File: config.mk
export PLATFORM = sky130hd
export DESIGN_NAME = ps2_set1_scancode_decoder_fifo
export DESIGN_NICKNAME = d
export VERILOG_FILES = /design/src/hw/rtl/ps2d_pkg.sv /design/src/hw/rtl/ps2_set1_scancode_decoder_fifo.sv /design/src/hw/rtl/ps2d_front.sv /design/src/hw/rtl/ps2d_queue.sv /design/src/hw/rtl/ps2d_back.sv
export SDC_FILE = /design/constraint.sdc
export NUM_CORES = 2
export LEC_CHECK = 0
export BUFFER_PORTS_ARGS = -buffer_cell sky130_fd_sc_hd__buf_2
export CORE_AREA = 4 4 363 365
export CTS_BUF_LIST = sky130_fd_sc_hd__clkbuf_4 sky130_fd_sc_hd__clkbuf_8
export DETAILED_ROUTE_END_ITERATION = 16
export DIE_AREA = 0 0 367 369
export PLACE_DENSITY = 0.9
export RECOVER_POWER = 100
export SYNTH_ARGS = -nofsm -noshare
export SYNTH_HDL_FRONTEND = slang
export SYNTH_SLANG_ARGS = --single-unit
File: constraint.sdc
create_clock -name clk -period 4.5 [get_ports clk]
set_clock_uncertainty 0.2 [all_clocks]
set_input_delay 0.9 -clock clk [delete_from_list [all_inputs] [get_ports clk]]
set_output_delay 0.9 -clock clk [all_outputs]
set_load 0.005 [all_outputs]
File: src/hw/rtl/ps2d_pkg.sv
// ----------------------------------------------------------------------------
// ps2d_pkg
// Shared types, scancode constants and lookup tables for the PS/2 set-1
// scancode decoder with its character ring buffer.
// ----------------------------------------------------------------------------
package ps2d_pkg;

  // Prefix and modifier scancodes.
  localparam logic [7:0] SC_E0     = 8'hE0;
  localparam logic [7:0] SC_E1     = 8'hE1;
  localparam logic [6:0] SC_LSHIFT = 7'h2A;
  localparam logic [6:0] SC_RSHIFT = 7'h36;
  localparam logic [6:0] SC_CTRL   = 7'h1D;
  localparam logic [6:0] SC_ALT    = 7'h38;
  localparam logic [7:0] SC_CAPS   = 8'h3A;
  localparam logic [7:0] SC_SPACE  = 8'h39;

  // Function key scancodes and their special codes.
  localparam logic [7:0] SC_F1     = 8'h3B;
  localparam logic [7:0] SC_F10    = 8'h44;
  localparam logic [7:0] SC_F11    = 8'h57;
  localparam logic [7:0] SC_F12    = 8'h58;
  localparam logic [7:0] KEY_F1    = 8'h8A;
  localparam logic [7:0] KEY_F11   = 8'h94;
  localparam logic [7:0] KEY_F12   = 8'h95;

  // Codes below this index come from the ASCII tables.
  localparam logic [7:0] ASCII_KEYS = 8'h3A;

  // Depth of the queue between the decoder and the buffer engine.
  localparam int Q_DEPTH = 2;
  localparam int Q_PTR_W = $clog2(Q_DEPTH);
  localparam int Q_CNT_W = $clog2(Q_DEPTH + 1);

  // Lookup result: hit says whether the code maps to anything.
  typedef struct packed {
    logic       hit;
    logic [7:0] code;
  } code_t;

  // One decoded request, as handed from the decoder to the buffer engine.
  typedef struct packed {
    logic       is_read;
    logic       push;
    logic [7:0] code;
    logic       toggle;
  } op_t;

  // Unshifted character for a make code below ASCII_KEYS; zero is unmapped.
  function automatic logic [7:0] plain_lookup(logic [5:0] idx);
    logic [7:0] c;
    case (idx)
      6'h01: c = 8'h1B;  6'h02: c = 8'h31;  6'h03: c = 8'h32;  6'h04: c = 8'h33;
      6'h05: c = 8'h34;  6'h06: c = 8'h35;  6'h07: c = 8'h36;  6'h08: c = 8'h37;
      6'h09: c = 8'h38;  6'h0A: c = 8'h39;  6'h0B: c = 8'h30;  6'h0C: c = 8'h2D;
      6'h0D: c = 8'h3D;  6'h0E: c = 8'h08;  6'h0F: c = 8'h09;
      6'h10: c = 8'h71;  6'h11: c = 8'h77;  6'h12: c = 8'h65;  6'h13: c = 8'h72;
      6'h14: c = 8'h74;  6'h15: c = 8'h79;  6'h16: c = 8'h75;  6'h17: c = 8'h69;
      6'h18: c = 8'h6F;  6'h19: c = 8'h70;  6'h1A: c = 8'h5B;  6'h1B: c = 8'h5D;
      6'h1C: c = 8'h0A;
      6'h1E: c = 8'h61;  6'h1F: c = 8'h73;  6'h20: c = 8'h64;  6'h21: c = 8'h66;
      6'h22: c = 8'h67;  6'h23: c = 8'h68;  6'h24: c = 8'h6A;  6'h25: c = 8'h6B;
      6'h26: c = 8'h6C;  6'h27: c = 8'h3B;  6'h28: c = 8'h27;  6'h29: c = 8'h60;
      6'h2B: c = 8'h5C;
      6'h2C: c = 8'h7A;  6'h2D: c = 8'h78;  6'h2E: c = 8'h63;  6'h2F: c = 8'h76;
      6'h30: c = 8'h62;  6'h31: c = 8'h6E;  6'h32: c = 8'h6D;  6'h33: c = 8'h2C;
      6'h34: c = 8'h2E;  6'h35: c = 8'h2F;  6'h39: c = 8'h20;
      default: c = 8'h00;
    endcase
    return c;
  endfunction

  // Shifted form of an unshifted character.
  function automatic logic [7:0] shift_lookup(logic [7:0] lo);
    logic [7:0] c;
    case (lo) inside
      [8'h61:8'h7A]: c = lo - 8'h20;
      8'h31: c = 8'h21;  8'h32: c = 8'h40;  8'h33: c = 8'h23;  8'h34: c = 8'h24;
      8'h35: c = 8'h25;  8'h36: c = 8'h5E;  8'h37: c = 8'h26;  8'h38: c = 8'h2A;
      8'h39: c = 8'h28;  8'h30: c = 8'h29;  8'h2D: c = 8'h5F;  8'h3D: c = 8'h2B;
      8'h5B: c = 8'h7B;  8'h5D: c = 8'h7D;  8'h3B: c = 8'h3A;  8'h27: c = 8'h22;
      8'h60: c = 8'h7E;  8'h5C: c = 8'h7C;  8'h2C: c = 8'h3C;  8'h2E: c = 8'h3E;
      8'h2F: c = 8'h3F;
      default: c = lo;
    endcase
    return c;
  endfunction

  // Extended keys that follow an E0 prefix.
  function automatic code_t ext_lookup(logic [7:0] sc);
    code_t r;
    r.hit = 1'b1;
    case (sc)
      8'h1C, 8'h5A: r.code = 8'h0A;
      8'h48: r.code = 8'h80;
      8'h50: r.code = 8'h81;
      8'h4B: r.code = 8'h82;
      8'h4D: r.code = 8'h83;
      8'h47: r.code = 8'h84;
      8'h4F: r.code = 8'h85;
      8'h49: r.code = 8'h86;
      8'h51: r.code = 8'h87;
      8'h52: r.code = 8'h88;
      8'h53: r.code = 8'h89;
      default: begin
        r.hit  = 1'b0;
        r.code = 8'h00;
      end
    endcase
    return r;
  endfunction

endpackage

File: src/hw/rtl/ps2_set1_scancode_decoder_fifo.sv
// ----------------------------------------------------------------------------
// ps2_set1_scancode_decoder_fifo
// PS/2 set-1 scancode decoder feeding a character ring buffer.
// ----------------------------------------------------------------------------
// Usage: each request on the in_ channel is either a raw set-1 scancode byte
// (in_mode 0) or a read of one buffered character (in_mode 1). Every request
// gives exactly one result on the out_ channel, in order: char_valid and
// char_out for a read, has_char after the request, im_toggle for shift plus
// space, and dropped when a decoded character met a full buffer. The ring
// holds FIFO_DEPTH-1 characters.
// The block takes one request per cycle while in_ready is high. The decoder
// writes each accepted request into the two-entry operation queue, and the
// buffer engine, with its registered memory read, loads the result for the
// queue head into the output register.
// Reset clears the key state, the prefix flags, the queue and the buffer
// pointers; the character memory is not cleared and no sweep is needed.
// When the receiver stalls, the result waits in the output register, the
// queue fills, and in_ready falls once both queue entries are taken.
// ----------------------------------------------------------------------------
module ps2_set1_scancode_decoder_fifo
  import ps2d_pkg::*;
#(
  parameter int FIFO_DEPTH = 256
)
(
  input  logic       clk,
  input  logic       rst_n,
  input  logic       in_valid,
  output logic       in_ready,
  input  logic       in_mode,
  input  logic [7:0] in_scan_code,
  output logic       out_valid,
  input  logic       out_ready,
  output logic       out_char_valid,
  output logic [7:0] out_char_out,
  output logic       out_has_char,
  output logic       out_im_toggle,
  output logic       out_dropped
);

  logic q_push;
  op_t  q_in_op;
  logic q_pop;
  logic q_valid;
  op_t  q_head_op;

  // Decoder and key state.
  ps2d_front u_front (
    .clk          (clk),
    .rst_n        (rst_n),
    .in_valid     (in_valid),
    .in_mode      (in_mode),
    .in_scan_code (in_scan_code),
    .q_ready      (in_ready),
    .q_push       (q_push),
    .q_op         (q_in_op)
  );

  // Operation queue between decoder and buffer engine.
  ps2d_queue u_queue (
    .clk     (clk),
    .rst_n   (rst_n),
    .push    (q_push),
    .push_op (q_in_op),
    .ready   (in_ready),
    .pop     (q_pop),
    .valid   (q_valid),
    .head_op (q_head_op)
  );

  // Ring buffer and output register.
  ps2d_back #(
    .FIFO_DEPTH (FIFO_DEPTH)
  ) u_back (
    .clk            (clk),
    .rst_n          (rst_n),
    .op_valid       (q_valid),
    .op             (q_head_op),
    .op_pop         (q_pop),
    .out_valid      (out_valid),
    .out_ready      (out_ready),
    .out_char_valid (out_char_valid),
    .out_char_out   (out_char_out),
    .out_has_char   (out_has_char),
    .out_im_toggle  (out_im_toggle),
    .out_dropped    (out_dropped)
  );

endmodule

File: src/hw/rtl/ps2d_front.sv
// ----------------------------------------------------------------------------
// ps2d_front
// Accepts scancode bytes and read requests, tracks modifier and prefix
// state, and turns each request into one operation for the buffer engine.
// ----------------------------------------------------------------------------
module ps2d_front
  import ps2d_pkg::*;
(
  input  logic       clk,
  input  logic       rst_n,
  input  logic       in_valid,
  input  logic       in_mode,
  input  logic [7:0] in_scan_code,
  input  logic       q_ready,
  output logic       q_push,
  output op_t        q_op
);

  logic shift_r, shift_nxt;
  logic ctrl_r, ctrl_nxt;
  logic alt_r, alt_nxt;
  logic caps_r, caps_nxt;
  logic e0_r, e0_nxt;
  logic e1_r, e1_nxt;
  logic [7:0] lo_char;
  logic       upper;
  code_t      ext;
  code_t      plain;

  assign q_push = in_valid && q_ready;

  // Plain make-code mapping: function keys, then the ASCII tables.
  always_comb begin
    lo_char = plain_lookup(in_scan_code[5:0]);
    if (lo_char inside {[8'h61:8'h7A]}) begin
      upper = shift_r ^ caps_r;
    end else begin
      upper = shift_r;
    end
    plain.hit  = 1'b0;
    plain.code = 8'h00;
    if (in_scan_code inside {[SC_F1:SC_F10]}) begin
      plain.hit  = 1'b1;
      plain.code = KEY_F1 + (in_scan_code - SC_F1);
    end else if (in_scan_code == SC_F11) begin
      plain.hit  = 1'b1;
      plain.code = KEY_F11;
    end else if (in_scan_code == SC_F12) begin
      plain.hit  = 1'b1;
      plain.code = KEY_F12;
    end else if (in_scan_code < ASCII_KEYS && lo_char != 8'h00) begin
      plain.hit  = 1'b1;
      plain.code = upper ? shift_lookup(lo_char) : lo_char;
    end
    ext = ext_lookup(in_scan_code);
  end

  // Decode in priority order and form the next state and the operation.
  always_comb begin
    shift_nxt = shift_r;
    ctrl_nxt  = ctrl_r;
    alt_nxt   = alt_r;
    caps_nxt  = caps_r;
    e0_nxt    = e0_r;
    e1_nxt    = e1_r;
    q_op.is_read = in_mode;
    q_op.push    = 1'b0;
    q_op.code    = 8'h00;
    q_op.toggle  = 1'b0;
    if (!in_mode) begin
      if (in_scan_code == SC_E0) begin
        e0_nxt = 1'b1;
      end else if (in_scan_code == SC_E1) begin
        e1_nxt = 1'b1;
      end else if (in_scan_code[7]) begin
        if (in_scan_code[6:0] == SC_LSHIFT || in_scan_code[6:0] == SC_RSHIFT) begin
          shift_nxt = 1'b0;
        end
        if (in_scan_code[6:0] == SC_CTRL) begin
          ctrl_nxt = 1'b0;
        end
        if (in_scan_code[6:0] == SC_ALT) begin
          alt_nxt = 1'b0;
        end
        e0_nxt = 1'b0;
        e1_nxt = 1'b0;
      end else if (in_scan_code[6:0] == SC_LSHIFT || in_scan_code[6:0] == SC_RSHIFT) begin
        shift_nxt = 1'b1;
      end else if (in_scan_code[6:0] == SC_CTRL) begin
        ctrl_nxt = 1'b1;
      end else if (in_scan_code[6:0] == SC_ALT) begin
        alt_nxt = 1'b1;
      end else if (in_scan_code == SC_CAPS) begin
        caps_nxt = !caps_r;
      end else if (in_scan_code == SC_SPACE && shift_r) begin
        q_op.toggle = 1'b1;
      end else if (e1_r) begin
        e1_nxt = 1'b0;
      end else if (e0_r) begin
        e0_nxt    = 1'b0;
        q_op.push = ext.hit;
        q_op.code = ext.code;
      end else begin
        q_op.push = plain.hit;
        q_op.code = plain.code;
      end
    end
  end

  // Key state advances only when the request is accepted.
  always_ff @(posedge clk) begin
    if (!rst_n) begin
      shift_r <= 1'b0;
      ctrl_r  <= 1'b0;
      alt_r   <= 1'b0;
      caps_r  <= 1'b0;
      e0_r    <= 1'b0;
      e1_r    <= 1'b0;
    end else if (q_push) begin
      shift_r <= shift_nxt;
      ctrl_r  <= ctrl_nxt;
      alt_r   <= alt_nxt;
      caps_r  <= caps_nxt;
      e0_r    <= e0_nxt;
      e1_r    <= e1_nxt;
    end
  end

endmodule

File: src/hw/rtl/ps2d_queue.sv
// ----------------------------------------------------------------------------
// ps2d_queue
// Short register queue that carries decoded operations from the decoder
// to the buffer engine, so that either side can stall on its own.
// ----------------------------------------------------------------------------
module ps2d_queue
  import ps2d_pkg::*;
(
  input  logic clk,
  input  logic rst_n,
  input  logic push,
  input  op_t  push_op,
  output logic ready,
  input  logic pop,
  output logic valid,
  output op_t  head_op
);

  op_t                entry_r [Q_DEPTH];
  logic [Q_PTR_W-1:0] wr_ptr_r, wr_ptr_nxt;
  logic [Q_PTR_W-1:0] rd_ptr_r, rd_ptr_nxt;
  logic [Q_CNT_W-1:0] cnt_r, cnt_nxt;

  assign ready   = cnt_r != Q_CNT_W'(Q_DEPTH);
  assign valid   = cnt_r != '0;
  assign head_op = entry_r[rd_ptr_r];

  // Pointer and count updates.
  always_comb begin
    wr_ptr_nxt = wr_ptr_r;
    rd_ptr_nxt = rd_ptr_r;
    cnt_nxt    = cnt_r;
    if (push) begin
      wr_ptr_nxt = (wr_ptr_r == Q_PTR_W'(Q_DEPTH - 1)) ? '0 : wr_ptr_r + 1'b1;
    end
    if (pop) begin
      rd_ptr_nxt = (rd_ptr_r == Q_PTR_W'(Q_DEPTH - 1)) ? '0 : rd_ptr_r + 1'b1;
    end
    if (push && !pop) begin
      cnt_nxt = cnt_r + 1'b1;
    end else if (pop && !push) begin
      cnt_nxt = cnt_r - 1'b1;
    end
  end

  always_ff @(posedge clk) begin
    if (!rst_n) begin
      wr_ptr_r <= '0;
      rd_ptr_r <= '0;
      cnt_r    <= '0;
    end else begin
      wr_ptr_r <= wr_ptr_nxt;
      rd_ptr_r <= rd_ptr_nxt;
      cnt_r    <= cnt_nxt;
    end
  end

  // Entry storage needs no reset.
  always_ff @(posedge clk) begin
    if (push) begin
      entry_r[wr_ptr_r] <= push_op;
    end
  end

endmodule

File: src/hw/rtl/ps2d_back.sv
// ----------------------------------------------------------------------------
// ps2d_back
// Buffer engine: executes one decoded operation per cycle, while the output
// register is free or being emptied, against the character ring buffer and holds the result in an output register.
// ----------------------------------------------------------------------------
module ps2d_back
  import ps2d_pkg::*;
#(
  parameter int FIFO_DEPTH = 256
)
(
  input  logic       clk,
  input  logic       rst_n,
  input  logic       op_valid,
  input  op_t        op,
  output logic       op_pop,
  output logic       out_valid,
  input  logic       out_ready,
  output logic       out_char_valid,
  output logic [7:0] out_char_out,
  output logic       out_has_char,
  output logic       out_im_toggle,
  output logic       out_dropped
);

  localparam int PTR_W = $clog2(FIFO_DEPTH);
  localparam logic [PTR_W-1:0] PTR_LAST = PTR_W'(FIFO_DEPTH - 1);

  logic [7:0]       char_store_r [FIFO_DEPTH];
  logic [PTR_W-1:0] wp_r, wp_nxt;
  logic [PTR_W-1:0] rp_r, rp_nxt;
  logic [PTR_W-1:0] wp_inc;
  logic [PTR_W-1:0] rp_inc;
  logic             exec;
  logic             empty;
  logic             do_read;
  logic             do_write;
  logic             drop_nxt;
  logic             out_valid_r;
  logic             char_valid_r;
  logic             has_char_r;
  logic             im_toggle_r;
  logic             dropped_r;
  logic [7:0]       rd_data_r;

  // An operation runs when the output register is free or being emptied.
  assign exec   = op_valid && (!out_valid_r || out_ready);
  assign op_pop = exec;

  assign empty  = rp_r == wp_r;
  assign wp_inc = (wp_r == PTR_LAST) ? '0 : wp_r + 1'b1;
  assign rp_inc = (rp_r == PTR_LAST) ? '0 : rp_r + 1'b1;

  // Pointer updates; a write whose next slot is the read slot is dropped.
  always_comb begin
    do_read  = exec && op.is_read && !empty;
    drop_nxt = op.push && (wp_inc == rp_r);
    do_write = exec && !op.is_read && op.push && !drop_nxt;
    wp_nxt   = do_write ? wp_inc : wp_r;
    rp_nxt   = do_read ? rp_inc : rp_r;
  end

  // Control state and result flags.
  always_ff @(posedge clk) begin
    if (!rst_n) begin
      wp_r        <= '0;
      rp_r        <= '0;
      out_valid_r <= 1'b0;
    end else begin
      wp_r <= wp_nxt;
      rp_r <= rp_nxt;
      if (exec) begin
        out_valid_r <= 1'b1;
      end else if (out_ready) begin
        out_valid_r <= 1'b0;
      end
    end
  end

  // Result payload is loaded with each executed operation.
  always_ff @(posedge clk) begin
    if (exec) begin
      char_valid_r <= do_read;
      has_char_r   <= rp_nxt != wp_nxt;
      im_toggle_r  <= !op.is_read && op.toggle;
      dropped_r    <= !op.is_read && drop_nxt;
    end
  end

  // Character memory: one write port and one registered read port.
  always_ff @(posedge clk) begin
    if (do_write) begin
      char_store_r[wp_r] <= op.code;
    end
    if (do_read) begin
      rd_data_r <= char_store_r[rp_r];
    end
  end

  assign out_valid      = out_valid_r;
  assign out_char_valid = char_valid_r;
  assign out_char_out   = char_valid_r ? rd_data_r : 8'h00;
  assign out_has_char   = has_char_r;
  assign out_im_toggle  = im_toggle_r;
  assign out_dropped    = dropped_r;

  // A popped character and a dropped write never share one result.
  a_pop_drop_excl: assert property (@(posedge clk) disable iff (!rst_n)
    out_valid_r |-> !(char_valid_r && dropped_r))
    else $error("pop and drop flagged in the same result");

  // A stored character leaves the buffer non-empty.
  a_write_has_char: assert property (@(posedge clk) disable iff (!rst_n)
    do_write |=> has_char_r)
    else $error("buffer reported empty after a stored character");

  // A read on an empty buffer returns nothing and leaves it empty.
  a_empty_read: assert property (@(posedge clk) disable iff (!rst_n)
    exec && op.is_read && empty |=> !char_valid_r && !has_char_r)
    else $error("read on empty buffer produced a character");

endmodule

==> impl_results.md <==
- Worst-skew pair later-pin latency: between 1 and 1.5 ns
- Largest net degree at the start of global routing: 159
- Die span in x: 367 microns
- Number of remaining DRC errors: 0
- Initial DRC Count: just under 9000
- # port buffers: 26
- Synthesized flop and latch total: roughly 2100
- Drt wl/cell: roughly 36 microns
- Failing checks: capacitance limit, slew limit
- CTS root buf: clkbuf_8
- Mux cell area share after synthesis: around 16%
- Slew @ Worst Pin: 2.15 ns
- Final hold violation count: 0
- Setup TNS Final: 0 ns
- Layout area overhead: 10.6%
- Crit Path Class: flop to flop
- Multi-input gate area: between 15000 and 20000 sq um
- Final critical-path share of the clock period: approximately 97%
- Hold/Removal Path Class: input port to flop
- Via count: approximately 47000
- Pre-antenna DRT Iters: 10
- Vias in the first global route: ~48000
- Clk buf depth: 4
- Final Slew Violations: 980
- Static Leak: 0.0281 uW
- Cell Area, Synth: about 84000 sq um
- Post-route cell area: between 90000 and 100000 sq um
- Maximum vdd drop: roughly 0.42 mV
- Highest Clock Rate: around 0.23 GHz
- CTS tree: built
- Ys Warns: 0
- Number of max-cap violations: 7
- CP required: roughly 5 ns
- Post-Synth Simple-Gate Area: ~3%
- Worst setup SP type: flop
- FF+latch area: between 60000 and 70000 sq um
- Die ar.: 135000 sq um
- Yosys top cell by area: edfxtp_1
- CTS H-tree lvls: 5
- DP Area: between 80000 and 90000 sq um
- Synth Area in Compound Gates: ~3.5%
- CP Max Fanout: 61
- Number of cells on the worst reg-to-reg path: 8
- Die height: roughly 370 microns
- Post-place setup slack: approximately 0.14 ns
- Most used flip-flop cell after synthesis: edfxtp_1
- Clock slew at the register clock pins of the worst setup and hold paths: ~0.060 ns
- Post-route ant nets: 0
- Hold-critical path depth: 4
- Post-layout util: around 72%
- Setup violators final: 0
- Total CTS buffers: approximately 330
- Syn avg cell area: 20.2 sq um
- RSZ-0062 raised after global routing: no
- Synth top area share: 74.3%
- Mapped Cells: around 4200
- Status: complete, but fails checks
- Routed vias/inst: 7.37
- Worst endpoint data arrival time: a little under 5 ns
- WL final: roughly 230000 microns
- Adder-cell share of the synthesized area: less than 1%
- Post-CTS Setup Bufs: 0
- Synth cell types: 78
- Syn_nets: 4208
- Nets: between 4000 and 5000
- CTS sink count: 2108
- Total routing usage reported by global routing: 34.3%
- Ranking of synthesized cells by area: edfxtp_1, mux4_2, mux2i_1
- Post-synthesis xor/xnor area fraction: less than 1%
- Rel. slew slack: -43.4%
- Number of synthesized flops with an enable pin: around 2100
- Setup ws final: about 0.12 ns
- Antenna violations before repair: 16
- Share of cells above drive strength 1: between 20% and 30%
- Main combinational cell family by area after synthesis: multiplexers
- RD Place Congestion: 0.898
- Initial Utilization: between 60% and 70%
- Fillers: 6707
- Dpl hpwl: 133000 microns
- GRT Residual Overflow: 0
- Kind of end point of the critical path: flop
- Register area share after synthesis: between 70% and 80%
- Power Density: around 470 nW/um^2
- I/O pin count: 27
- Min Tclk post-route: approximately 4.4 ns
- Row cnt: between 100 and 150
- Core Area: ~130000 sq um
- First-pass GRT wire length: between 300000 and 400000 microns
- Ys async rst share: 0%
[kinds of logic after synthesis]
group | Yosys count
fa+ha+maj | 20
xor+xnor | 39
buf+inv | 281
flops | 2108
mux | 743
compound gates | 412
simple gates | 572
[layout make-up]
| class | instances | area share (%) |
|---|---|---|
| timing repair buffer | 262 | 2.12 |
| multi-input combinational | 1786 | 21.3 |
| sequential | 2108 | 67.7 |
| tap | 1675 | 2.25 |
| clock buffer | 447 | 5.88 |
| clock inverter | 116 | 0.638 |
| antenna | 10 | 0.0269 |
| inverter | 19 | 0.0820 |
[state kept, by name (all words and copies together), names as in the netlist, named ones only]
register / flops
u_back.char_store_r: 2048
u_queue.entry_r: 22
u_back.rd_data_r: 8
u_back.rp_r: 8
u_back.wp_r: 8
u_queue.cnt_r: 2
u_back.out_char_valid: 1
u_back.out_dropped: 1
u_back.out_has_char: 1
u_back.out_im_toggle: 1
u_back.out_valid: 1
u_front.caps_r: 1
u_front.e0_r: 1
u_front.e1_r: 1
u_front.shift_r: 1
u_queue.rd_ptr_r: 1
u_queue.wr_ptr_r: 1
[stage by stage]
step,hold slack [ns],power [uW],instances
4_1_cts,0.0761,44100,6413
3_3_place_gp,0.270,28700,5847
5_1_grt,0.140,45400,6414
6_report,0.129,44200,6423
3_5_place_dp,0.302,29000,5847
2_1_floorplan,0.247,27000,4175
[layer usage]
| metal | share of wire (%) | track usage, % | vias to the layer above |
|---|---|---|---|
| met4 | 6.9 | 18.2 | 14 |
| met1 | 31 | 44.3 | 23600 |
| li1 | - | - | 18100 |
| met5 | 0.035 | 0 | - |
| met2 | 48 | 53.6 | 4679 |
| met3 | 14 | 10.1 | 1035 |
[synthesized netlist by cell type (all sizes together), types with 6 or more instances]
master,n
a21o,6
o31ai,8
nand3,36
a211oi,23
nor2b,20
mux4,498
and3,7
nor4,8
a31oi,7
o21ai,41
o211ai,7
xnor2,24
and2,18
nand2,90
nor3,16
dfxtp,26
mux2,11
ha,20
nor2,328
mux2i,234
buf,138
xor2,15
clkbuf,124
o21a,6
a21oi,85
a2111oi,8
inv,17
nand4,11
or2,6
nand2b,9
o22ai,59
o221ai,110
edfxtp,2082
[worst max-delay path, cell delays in order (launching register included)]
cell and delay, ns:
dfxtp_4 0.55, buf_6 0.66, mux4_2 0.69, mux4_2 0.54, a221oi_1 0.33, clkbuf_2 0.31, o311a_1 0.46, a2111o_1 0.18
o21ai_0 0.09
[cells in the final DEF, fill, tap and decap left out, types with 40 or more instances in the layout]
cell type  synthesis  final
a21oi_1           84     84
buf_4             37     94
clkbuf_1         124     77
clkbuf_4           0    116
clkbuf_8           0    338
clkinv_1           2     82
edfxtp_1        2082   2082
mux2i_1          234    234
mux4_2           498    498
nand2_1           90     89
nor2_1           327    326
o21ai_0           39     40
o221ai_1         110    110
o22ai_1           59     59
[worst paths after layout]
check,to,slack [ns],start
worst max-delay path,u_back.rd_data_r[5],0.12,u_back.rp_r[0]
worst min-delay path,u_back.out_valid,0.13,out_ready
worst max register to register,u_back.rd_data_r[5],0.12,u_back.rp_r[0]
worst min register to register,u_front.e1_r,0.31,u_front.e1_r
[repair_timing]
item | CTS | global route
resized for setup | 0 | 9
hold buffers | 3 | 0
hold endpoints to repair | 5 | 0
setup endpoints to repair | 0 | 98
[where the power goes]
part	switching, uW	internal (uW)
clock network	7390	8070
logic	3660	1410
registers	117	23500
(Power assumes the default switching activity.)
